<file path="src/rtl/sfr_pkg.sv">
// ----------------------------------------------------------------------------
// sfr_pkg: shared types and constants for stream find and replace
// Register indexes, field widths and the burst descriptor passed from the
// classifier to the output serializer.
// ----------------------------------------------------------------------------
package sfr_pkg;

   localparam int MAX_PATTERN_DEF     = 8;
   localparam int MAX_REPLACEMENT_DEF = 8;

   localparam int BYTE_W      = 8;
   localparam int WIN_DEPTH   = 8;
   localparam int WIN_IDX_W   = 3;
   localparam int LEN_W       = 4;
   localparam int CFG_DATA_W  = 64;
   localparam int CSR_INDEX_W = 4;
   localparam int COUNT_W     = 32;
   localparam int QUEUE_DEPTH = 4;

   // configuration register indexes
   localparam logic [CSR_INDEX_W-1:0] CSR_PATTERN_BYTES      = 4'd0;
   localparam logic [CSR_INDEX_W-1:0] CSR_PATTERN_LENGTH     = 4'd1;
   localparam logic [CSR_INDEX_W-1:0] CSR_REPLACEMENT_BYTES  = 4'd2;
   localparam logic [CSR_INDEX_W-1:0] CSR_REPLACEMENT_LENGTH = 4'd3;

   typedef logic [WIN_DEPTH-1:0][BYTE_W-1:0] window_type;

   // one burst of result bytes caused by one request
   typedef struct packed {
      window_type         bytes;
      logic [LEN_W-1:0]   n;       // bytes in the burst, 1..8
      logic               marker;  // bare end marker, no data
      logic               last;    // burst closes the text
      logic [COUNT_W-1:0] count;   // match count, used on the final byte
   } desc_type;

endpackage

</file>
<file path="src/rtl/sfr_if.sv">
// ----------------------------------------------------------------------------
// sfr channel interfaces
// Request, response and configuration channels with valid/ready handshakes.
// ----------------------------------------------------------------------------
interface req_if;
   logic       valid;
   logic       ready;
   logic [7:0] in_byte;
   logic       in_last;

   modport source (output valid, output in_byte, output in_last, input ready);
   modport sink   (input valid, input in_byte, input in_last, output ready);
endinterface

interface rsp_if;
   logic        valid;
   logic        ready;
   logic [7:0]  out_byte;
   logic        out_valid;
   logic        out_last;
   logic [31:0] match_count;

   modport source (output valid, output out_byte, output out_valid, output out_last,
                   output match_count, input ready);
   modport sink   (input valid, input out_byte, input out_valid, input out_last,
                   input match_count, output ready);
endinterface

interface csr_if;
   logic        valid;
   logic        ready;
   logic [3:0]  index;
   logic [63:0] data;

   modport source (output valid, output index, output data, input ready);
   modport sink   (input valid, input index, input data, output ready);
endinterface

</file>
<file path="src/rtl/sfr_front.sv">
// ----------------------------------------------------------------------------
// sfr_front: request intake and classification
// Holds the configuration and the window of undecided bytes, compares the
// window with the pattern and turns each request into at most one burst.
// ----------------------------------------------------------------------------
module sfr_front import sfr_pkg::*; #(
   parameter int MAX_PATTERN     = MAX_PATTERN_DEF,
   parameter int MAX_REPLACEMENT = MAX_REPLACEMENT_DEF
) (
   input  logic     clock,
   input  logic     reset,
   req_if.sink      req_ch,
   csr_if.sink      csr_ch,
   input  logic     queue_full,
   output logic     push_valid,
   output desc_type push_desc
);

   localparam int PAT_W  = MAX_PATTERN * BYTE_W;
   localparam int REPL_W = MAX_REPLACEMENT * BYTE_W;

   logic [PAT_W-1:0]   pat_ff;
   logic [LEN_W-1:0]   pat_len_ff;
   logic [REPL_W-1:0]  repl_ff;
   logic [LEN_W-1:0]   repl_len_ff;
   window_type         win_ff, win_in;
   logic [LEN_W-1:0]   fill_ff, fill_in;
   logic [COUNT_W-1:0] cnt_ff, cnt_in;

   logic                 accept;
   logic [LEN_W-1:0]     plen, rlen, f1;
   logic [WIN_IDX_W-1:0] f0;
   window_type           win_w, repl_win;
   logic [COUNT_W-1:0]   cnt_inc;
   logic                 hit;

   assign req_ch.ready = !queue_full;
   assign csr_ch.ready = 1'b1;
   assign accept       = req_ch.valid && req_ch.ready;

   always_ff @(posedge clock) begin
      if (reset) begin
         pat_ff      <= '0;
         pat_len_ff  <= '0;
         repl_ff     <= '0;
         repl_len_ff <= '0;
      end else if (csr_ch.valid) begin
         unique case (csr_ch.index)
            CSR_PATTERN_BYTES:      pat_ff      <= csr_ch.data[PAT_W-1:0];
            CSR_PATTERN_LENGTH:     pat_len_ff  <= csr_ch.data[LEN_W-1:0];
            CSR_REPLACEMENT_BYTES:  repl_ff     <= csr_ch.data[REPL_W-1:0];
            CSR_REPLACEMENT_LENGTH: repl_len_ff <= csr_ch.data[LEN_W-1:0];
            default: ;
         endcase
      end
   end

   always_comb begin
      plen = (pat_len_ff > LEN_W'(MAX_PATTERN)) ? LEN_W'(MAX_PATTERN) : pat_len_ff;
      rlen = (repl_len_ff > LEN_W'(MAX_REPLACEMENT)) ? LEN_W'(MAX_REPLACEMENT)
                                                      : repl_len_ff;
      repl_win = window_type'(CFG_DATA_W'(repl_ff));

      // a full window overwrites its newest entry
      f0 = (fill_ff >= LEN_W'(WIN_DEPTH)) ? WIN_IDX_W'(WIN_DEPTH - 1) : fill_ff[WIN_IDX_W-1:0];
      win_w     = win_ff;
      win_w[f0] = req_ch.in_byte;
      f1        = LEN_W'(f0) + LEN_W'(1);

      hit = 1'b1;
      for (int i = 0; i < MAX_PATTERN; i++) begin
         if (LEN_W'(i) < plen && win_w[i] != pat_ff[i*BYTE_W +: BYTE_W])
            hit = 1'b0;
      end

      cnt_inc = (cnt_ff == '1) ? cnt_ff : cnt_ff + COUNT_W'(1);

      fill_in    = fill_ff;
      win_in     = win_ff;
      cnt_in     = cnt_ff;
      push_valid = 1'b0;
      push_desc  = '0;

      if (accept) begin
         win_in  = win_w;
         fill_in = f1;
         if (req_ch.in_last) begin
            push_valid     = 1'b1;
            push_desc.last = 1'b1;
            fill_in        = '0;
            cnt_in         = '0;
            if (plen != '0 && f1 == plen && hit) begin
               push_desc.bytes = repl_win;
               push_desc.n     = rlen;
               push_desc.count = cnt_inc;
            end else begin
               push_desc.bytes = win_w;
               push_desc.n     = f1;
               push_desc.count = cnt_ff;
            end
            // nothing to emit: close the text with a bare marker
            if (push_desc.n == '0) begin
               push_desc.n      = LEN_W'(1);
               push_desc.marker = 1'b1;
               push_desc.bytes  = '0;
            end
         end else if (plen == '0) begin
            push_valid      = 1'b1;
            push_desc.bytes = win_w;
            push_desc.n     = f1;
            fill_in         = '0;
         end else if (f1 >= plen) begin
            if (hit) begin
               cnt_in  = cnt_inc;
               win_in  = win_w >> {plen, 3'b000};
               fill_in = f1 - plen;
               if (rlen != '0) begin
                  push_valid      = 1'b1;
                  push_desc.bytes = repl_win;
                  push_desc.n     = rlen;
               end
            end else begin
               // release the oldest byte
               push_valid      = 1'b1;
               push_desc.bytes = win_w;
               push_desc.n     = LEN_W'(1);
               win_in          = win_w >> BYTE_W;
               fill_in         = f1 - LEN_W'(1);
            end
         end
      end
   end

   always_ff @(posedge clock) begin
      if (reset) begin
         fill_ff <= '0;
         cnt_ff  <= '0;
      end else begin
         fill_ff <= fill_in;
         cnt_ff  <= cnt_in;
      end
   end

   always_ff @(posedge clock) begin
      win_ff <= win_in;
   end

endmodule

</file>
<file path="src/rtl/sfr_queue.sv">
// ----------------------------------------------------------------------------
// sfr_queue: burst descriptor queue
// Small first-in first-out buffer between the classifier and the serializer.
// ----------------------------------------------------------------------------
module sfr_queue import sfr_pkg::*; #(
   parameter int DEPTH = QUEUE_DEPTH
) (
   input  logic     clock,
   input  logic     reset,
   input  logic     push_valid,
   input  desc_type push_desc,
   output logic     full,
   input  logic     pop,
   output logic     head_valid,
   output desc_type head_desc
);

   localparam int PTR_W = (DEPTH > 1) ? $clog2(DEPTH) : 1;
   localparam int CNT_W = $clog2(DEPTH + 1);

   desc_type         mem_ff [DEPTH];
   logic [PTR_W-1:0] wr_ptr_ff, rd_ptr_ff;
   logic [CNT_W-1:0] cnt_ff;

   assign full       = (cnt_ff == CNT_W'(DEPTH));
   assign head_valid = (cnt_ff != '0);
   assign head_desc  = mem_ff[rd_ptr_ff];

   function automatic logic [PTR_W-1:0] next_ptr(input logic [PTR_W-1:0] p);
      return (p == PTR_W'(DEPTH - 1)) ? '0 : p + PTR_W'(1);
   endfunction

   always_ff @(posedge clock) begin
      if (push_valid)
         mem_ff[wr_ptr_ff] <= push_desc;
   end

   always_ff @(posedge clock) begin
      if (reset) begin
         wr_ptr_ff <= '0;
         rd_ptr_ff <= '0;
         cnt_ff    <= '0;
      end else begin
         if (push_valid)
            wr_ptr_ff <= next_ptr(wr_ptr_ff);
         if (pop)
            rd_ptr_ff <= next_ptr(rd_ptr_ff);
         if (push_valid && !pop)
            cnt_ff <= cnt_ff + CNT_W'(1);
         else if (pop && !push_valid)
            cnt_ff <= cnt_ff - CNT_W'(1);
      end
   end

endmodule

</file>
<file path="src/rtl/sfr_back.sv">
// ----------------------------------------------------------------------------
// sfr_back: output serializer
// Walks the burst at the head of the queue one byte per cycle, while rsp_ch
// is ready, into the response register.
// ----------------------------------------------------------------------------
module sfr_back import sfr_pkg::*; (
   input  logic     clock,
   input  logic     reset,
   input  logic     head_valid,
   input  desc_type head_desc,
   output logic     pop,
   rsp_if.source    rsp_ch
);

   logic [WIN_IDX_W-1:0] idx_ff;
   logic                 valid_ff;
   logic [BYTE_W-1:0]    byte_ff;
   logic                 data_ff, last_ff;
   logic [COUNT_W-1:0]   count_ff;
   logic                 load, burst_end;

   assign load      = head_valid && (!valid_ff || rsp_ch.ready);
   assign burst_end = (LEN_W'(idx_ff) + LEN_W'(1)) == head_desc.n;
   assign pop       = load && burst_end;

   assign rsp_ch.valid       = valid_ff;
   assign rsp_ch.out_byte    = byte_ff;
   assign rsp_ch.out_valid   = data_ff;
   assign rsp_ch.out_last    = last_ff;
   assign rsp_ch.match_count = count_ff;

   always_ff @(posedge clock) begin
      if (reset) begin
         valid_ff <= 1'b0;
         idx_ff   <= '0;
      end else begin
         if (load)
            valid_ff <= 1'b1;
         else if (rsp_ch.ready)
            valid_ff <= 1'b0;
         if (pop)
            idx_ff <= '0;
         else if (load)
            idx_ff <= idx_ff + WIN_IDX_W'(1);
      end
   end

   always_ff @(posedge clock) begin
      if (load) begin
         byte_ff  <= head_desc.bytes[idx_ff];
         data_ff  <= !head_desc.marker;
         last_ff  <= head_desc.last && burst_end;
         count_ff <= (head_desc.last && burst_end) ? head_desc.count : '0;
      end
   end

endmodule

</file>
<file path="src/rtl/stream_find_replace_all.sv">
// ----------------------------------------------------------------------------
// stream_find_replace_all: streaming find and replace of a byte pattern
// Rewrites a text stream, replacing every leftmost non-overlapping occurrence
// of the pattern with the replacement.
// ----------------------------------------------------------------------------
// Usage:
//   req_ch  one source byte per request, in_last on the final byte of a text.
//   rsp_ch  one rewritten byte per response; out_last and match_count on the
//           final response of a text, out_valid low on a bare end marker.
//   csr_ch  register writes (pattern, its length, replacement, its length),
//           always ready; write only while no text is in flight.
// A request is classified in the cycle it is accepted and queued as a burst
// of 0 to 8 response bytes, which pass the queue and the response register.
// Requests are taken one per cycle while the four-entry burst queue has room;
// the serializer emits one byte per cycle while rsp_ch is ready, so long
// replacements and final flushes hold the input back once the queue fills.
// A stalled rsp_ch fills the queue and then drops req_ch.ready.
// Reset empties window and queue, clears match count, configuration and rsp valid.
// ----------------------------------------------------------------------------
module stream_find_replace_all import sfr_pkg::*; #(
   parameter int MAX_PATTERN     = MAX_PATTERN_DEF,
   parameter int MAX_REPLACEMENT = MAX_REPLACEMENT_DEF
) (
   input  logic  clock,
   input  logic  reset,
   req_if.sink   req_ch,
   rsp_if.source rsp_ch,
   csr_if.sink   csr_ch
);

   logic     push_valid, queue_full, pop, head_valid;
   desc_type push_desc, head_desc;

   sfr_front #(
      .MAX_PATTERN     (MAX_PATTERN),
      .MAX_REPLACEMENT (MAX_REPLACEMENT)
   ) u_front (
      .clock      (clock),
      .reset      (reset),
      .req_ch     (req_ch),
      .csr_ch     (csr_ch),
      .queue_full (queue_full),
      .push_valid (push_valid),
      .push_desc  (push_desc)
   );

   sfr_queue #(
      .DEPTH (QUEUE_DEPTH)
   ) u_queue (
      .clock      (clock),
      .reset      (reset),
      .push_valid (push_valid),
      .push_desc  (push_desc),
      .full       (queue_full),
      .pop        (pop),
      .head_valid (head_valid),
      .head_desc  (head_desc)
   );

   sfr_back u_back (
      .clock      (clock),
      .reset      (reset),
      .head_valid (head_valid),
      .head_desc  (head_desc),
      .pop        (pop),
      .rsp_ch     (rsp_ch)
   );

endmodule
</file>
<file path="src/flat_wrapper.sv">
// flat-port wrapper written by rule: the top's interface ports become plain ports
module stream_find_replace_all_flat import sfr_pkg::*;
#(
   parameter int MAX_PATTERN     = MAX_PATTERN_DEF,
   parameter int MAX_REPLACEMENT = MAX_REPLACEMENT_DEF
)
  (clock, reset, req_ch_valid, req_ch_in_byte, req_ch_in_last, req_ch_ready, rsp_ch_valid, rsp_ch_out_byte, rsp_ch_out_valid, rsp_ch_out_last, rsp_ch_match_count, rsp_ch_ready, csr_ch_valid, csr_ch_index, csr_ch_data, csr_ch_ready);
  req_if req_ch_i ();
  rsp_if rsp_ch_i ();
  csr_if csr_ch_i ();
  input  logic clock;
  input  logic reset;
  input wire logic [$bits(req_ch_i.valid)-1:0] req_ch_valid;
  input wire logic [$bits(req_ch_i.in_byte)-1:0] req_ch_in_byte;
  input wire logic [$bits(req_ch_i.in_last)-1:0] req_ch_in_last;
  output wire logic [$bits(req_ch_i.ready)-1:0] req_ch_ready;
  output wire logic [$bits(rsp_ch_i.valid)-1:0] rsp_ch_valid;
  output wire logic [$bits(rsp_ch_i.out_byte)-1:0] rsp_ch_out_byte;
  output wire logic [$bits(rsp_ch_i.out_valid)-1:0] rsp_ch_out_valid;
  output wire logic [$bits(rsp_ch_i.out_last)-1:0] rsp_ch_out_last;
  output wire logic [$bits(rsp_ch_i.match_count)-1:0] rsp_ch_match_count;
  input wire logic [$bits(rsp_ch_i.ready)-1:0] rsp_ch_ready;
  input wire logic [$bits(csr_ch_i.valid)-1:0] csr_ch_valid;
  input wire logic [$bits(csr_ch_i.index)-1:0] csr_ch_index;
  input wire logic [$bits(csr_ch_i.data)-1:0] csr_ch_data;
  output wire logic [$bits(csr_ch_i.ready)-1:0] csr_ch_ready;
  assign req_ch_i.valid = req_ch_valid;
  assign req_ch_i.in_byte = req_ch_in_byte;
  assign req_ch_i.in_last = req_ch_in_last;
  assign req_ch_ready = req_ch_i.ready;
  assign rsp_ch_valid = rsp_ch_i.valid;
  assign rsp_ch_out_byte = rsp_ch_i.out_byte;
  assign rsp_ch_out_valid = rsp_ch_i.out_valid;
  assign rsp_ch_out_last = rsp_ch_i.out_last;
  assign rsp_ch_match_count = rsp_ch_i.match_count;
  assign rsp_ch_i.ready = rsp_ch_ready;
  assign csr_ch_i.valid = csr_ch_valid;
  assign csr_ch_i.index = csr_ch_index;
  assign csr_ch_i.data = csr_ch_data;
  assign csr_ch_ready = csr_ch_i.ready;
  stream_find_replace_all #(.MAX_PATTERN(MAX_PATTERN), .MAX_REPLACEMENT(MAX_REPLACEMENT)) u_core (.clock(clock), .reset(reset), .req_ch(req_ch_i), .rsp_ch(rsp_ch_i), .csr_ch(csr_ch_i));
endmodule
</file>
<file path="config.mk">
export PLATFORM = sky130hd
export DESIGN_NAME = stream_find_replace_all_flat
export DESIGN_NICKNAME = d
export VERILOG_FILES = /design/src/rtl/sfr_pkg.sv /design/src/rtl/sfr_if.sv /design/src/rtl/sfr_front.sv /design/src/rtl/sfr_queue.sv /design/src/rtl/sfr_back.sv /design/src/rtl/stream_find_replace_all.sv /design/src/flat_wrapper.sv
export SDC_FILE = /design/constraint.sdc
export NUM_CORES = 1
export LEC_CHECK = 0
export ABC_CLOCK_PERIOD_IN_PS = 7750
export BUFFER_PORTS_ARGS = -buffer_cell sky130_fd_sc_hd__buf_2
export CORE_MARGIN = 2
export CORE_UTILIZATION = 50
export DETAILED_ROUTE_END_ITERATION = 8
export PLACE_DENSITY = 0.7
export RECOVER_POWER = 100
export SLEW_MARGIN = 10
export SYNTH_ARGS = -nofsm -noshare
export SYNTH_HDL_FRONTEND = slang
export SYNTH_SLANG_ARGS = --single-unit
</file>
<file path="constraint.sdc">
create_clock -name clock -period 7.75 [get_ports clock]
set_input_delay 0.3875 -clock clock [delete_from_list [all_inputs] [get_ports clock]]
set_output_delay 0.3875 -clock clock [all_outputs]
set_load 0.01 [all_outputs]
</file>
==> impl_results.md <==
* Status: complete, but fails checks
* Failing checks: max-capacitance violations, max-slew violations
* Initial DRT Pass Iterations at 6
* Clk buf depth at 3
* Capturing point of the worst reg2reg path: u_core.u_queue.mem_ff[0][57]$_DFFE_PP_
* Die height at 263 um
* Number of buffers created by CTS at 74
* Core area at 66000 um2
* Worst slew pin tran at 3.68 ns
* Hold EP: u_core.u_front.pat_ff[54]$_SDFFE_PP0P_
* Post-Syn Instances at 2903
* Final Hold Viols at 0
* CTS tree: done
* Slowest CP cell: clkbuf_1
* First-pass GRT wire length at 162000 um
* Fmax at 147 MHz
* Largest net degree at the start of global routing at 91
* GRT Total Usage at 31.8%
* Vias in the first global route at 24400
* Residual DRC at 0
* Final core occ at 56.7%
* Port Buf Inserts at 125
* Commonest non-fill, non-tap cell in the layout: edfxtp_1
* Drt initial violations at 3760
* H-tree depth at 3
* Area delta synth->final at 11.8%
* Crit share post-route at 88.1%
* Synth area leaders: edfxtp_1 (46%), dfxtp_1 (11%), mux4_2 (7.9%)
* Setup TNS at 0 ns
* Vias per Instance at 6.62
* Maxcap violations at 6
* Flop-to-flop setup slack at 0.93 ns
* Pwr/cell area at 295 nW/um2
* Warnings, synthesis at 0
* Worst VDD drop at 0.000166 V
* Asr flop ratio synth at 0%
* Critical path, cell by cell: clkbuf_1, clkinv_1, buf_4, nand2_1, buf_4, ha_1, nand2_1, nor4_1, nand3_4, clkinv_1, clkbuf_1, nand3_1, a32oi_1
* Final wirelength at 111000 um
* Clock sinks at 699
* R2R cell count at 13
* Main combinational cell family by area after synthesis: compound AO/OA/AOI/OAI gates
* Post-route ant nets at 0
* WP data required at 8.16 ns
* Worst Hold Class: input pin to flip-flop
* Yosys top cell area share at 46.1%
* Critical path arrival at 7.23 ns
* Worst-Skew Late Latency at 0.64 ns
* Synth Area in XOR/XNOR at 2.09%
* Post-synthesis simple-gate area fraction at 12.8%
* Die Area at 69000 um2
* Starting Density at 50.7%
* Root Driver: clkbuf_16
* P_leak at 0.0124 uW
* Placed Area at 34900 um2
* Final Power at 11000 uW
* Share of layout cells above drive strength 1 at 14.8%
* Relative slew slack at -145%
* Startpoint Class: flip-flop
* Clk pin slew, worst setup/hold paths at 0.06 ns
* Fin Clk Skew at 0.0379 ns
* Die width at 263 um
* Vias at 25800
* Final min period at 6.82 ns
* RD Place Congestion at 0.969
* Kind of end point of the critical path: flip-flop
* Rows at 94
* Synth Area in Compound Gates at 12.8%
* Wire length per cell at 28.6 um
* Sequential element share of the synthesized area at 57.2%
* Postcts setup bufs at 0
* Hold Path Depth at 3
* Yosys reg bits at 699
* Grt total ovfl at 0
* Syn_area_per_cell at 11.5 um2
* Ys flop type: edfxtp_1
* IO Count at 127
* Post-synthesis adder-cell area fraction at 0.606%
* Nets at 3065
* Slowest stage delay, CP at 1.01 ns
* Initial antenna violation count at 3
* Net Count, Synth at 3000
* Mux contribution to synthesized area at 11.0%
* CP max FO at 52
* Most frequent cells in the layout: edfxtp_1 (514), nand2_1 (406), a21oi_1 (236), nor2_1 (196), dfxtp_1 (182)
* Post-route cell area at 37400 um2
* Reg2reg start: u_core.u_front.pat_len_ff[3]$_SDFFE_PP0P_
* RSZ-0062 raised after global routing: no
* Post-synth EDFFs at 514
* Count of final setup violators at 0
* Synth Cell Area at 33500 um2
* Library cells used by synthesis at 85
* Pins Over Slew Limit at 287
* Synth area leader: edfxtp_1
* Hold wc startpoint: csr_ch_data[54]
* Crit Path Class: flip-flop to flip-flop
* Dpl hpwl at 73300 um
worst max path at each step:
stage	startpoint	end	slack (ns)
3_3_place_gp	u_core.u_front.fill_ff[1]$_SDFFE_PP0P_	u_core.u_queue.mem_ff[1][15]$_DFFE_PP_	1.97
5_1_grt	u_core.u_front.pat_len_ff[3]$_SDFFE_PP0P_	u_core.u_queue.mem_ff[1][63]$_DFFE_PP_	0.81
6_report	u_core.u_front.pat_len_ff[3]$_SDFFE_PP0P_	u_core.u_queue.mem_ff[0][57]$_DFFE_PP_	0.93
2_1_floorplan	u_core.u_front.fill_ff[0]$_SDFFE_PP0P_	u_core.u_queue.mem_ff[0][0]$_DFFE_PP_	1.97
3_5_place_dp	u_core.u_front.fill_ff[1]$_SDFFE_PP0P_	u_core.u_queue.mem_ff[2][14]$_DFFE_PP_	1.94
4_1_cts	u_core.u_front.fill_ff[1]$_SDFFE_PP0P_	u_core.u_queue.mem_ff[2][16]$_DFFE_PP_	1.88
Yosys cell counts, types with 28 or more instances:
| cell | n |
|---|---|
| nand3_1 | 121 |
| edfxtp_1 | 514 |
| mux2_2 | 39 |
| o22ai_1 | 37 |
| nor2_1 | 196 |
| xnor2_1 | 52 |
| a221oi_1 | 46 |
| buf_2 | 31 |
| o21ai_0 | 90 |
| mux4_2 | 118 |
| mux2i_1 | 51 |
| nor3_1 | 35 |
| dfxtp_1 | 185 |
| a21oi_1 | 237 |
| xor2_1 | 28 |
| and3_1 | 46 |
| inv_1 | 57 |
| clkbuf_1 | 151 |
| or3_1 | 39 |
| nand2_1 | 406 |
| a31oi_1 | 82 |
through the flow:
stage	cells	setup slack, ns	hold slack (ns)
2_1_floorplan	2903	1.97	0.436
3_3_place_gp	3739	1.97	0.446
3_5_place_dp	3739	1.94	0.457
4_1_cts	3893	1.88	0.000397
5_1_grt	3893	0.810	0.0191
6_report	3894	0.926	0.0143
flip-flops by register name, summed over array words and instances, names as in the netlist, named ones only:
register / cells
u_core.u_front.pat_ff: 64
u_core.u_queue.mem_ff: 408
u_core.u_front.repl_ff: 64
u_core.u_front.cnt_ff: 32
u_core.u_front.win_ff: 64
u_core.u_front.repl_len_ff: 4
u_core.u_front.pat_len_ff: 4
u_core.u_queue.rd_ptr_ff: 2
u_core.u_back.idx_ff: 3
u_core.u_back.rsp_ch.valid: 1
u_core.u_back.rsp_ch.match_count: 32
u_core.u_front.fill_ff: 4
u_core.u_back.rsp_ch.out_last: 1
u_core.u_queue.wr_ptr_ff: 2
u_core.u_back.rsp_ch.out_byte: 8
u_core.u_back.rsp_ch.out_valid: 1
u_core.u_queue.cnt_ff: 3
critical path: cells and delay by family, from the launching register on:
kind,cells,cell delay (ns)
adders and majority gates,1,0.24
buffers and inverters,6,3.87
DFF,1,0.30
and+or+nand+nor,5,1.70
AOI/OAI and AO/OA,1,0.39
layer usage:
layer,part of all wire (%),global-route usage (%),vias up
li1,-,-,11100
met1,41,45.4,12900
met2,44,47.2,1565
met3,12,8.26,212
met4,3.4,10.8,2
met5,0.016,0,-
logic make-up (layout without fill, tap and decap cells):
| kind of cell | Yosys count | count (layout) |
|---|---|---|
| adder cells (fa/ha/maj) | 15 | 15 |
| flip-flops | 699 | 699 |
| XOR/XNOR | 80 | 80 |
| other | 1 | 2 |
| multiplexers | 213 | 213 |
| AND/OR/NAND/NOR | 940 | 940 |
| AO/OA/AOI/OAI | 670 | 670 |
| buffers and inverters | 285 | 411 |
what timing repair did:
action,4_1_cts,5_1_grt
endpoints found under the hold margin,24,0
resized for setup,0,0
hold buffers,17,0
final cells by class:
class                   count  area (um2)
fillers                  5483       28600
flip-flops and latches    699       19100
multi-input cells        1919       13200
clock buffers              96        2140
repair buffers            212        1220
well taps                 864        1080
clock inverters            41         380
inverters                  62         233
diodes                      1        2.50
power by group:
group	switching (uW)	leakage, uW	total (uW)	internal, uW
sequential	235	0.00630	4950	4710
combinational	1530	0.00484	2440	903
clock	1530	0.00124	3660	2130
total	3300	0.0124	11000	7750
Note: power is estimated with default switching activity, not from simulation.
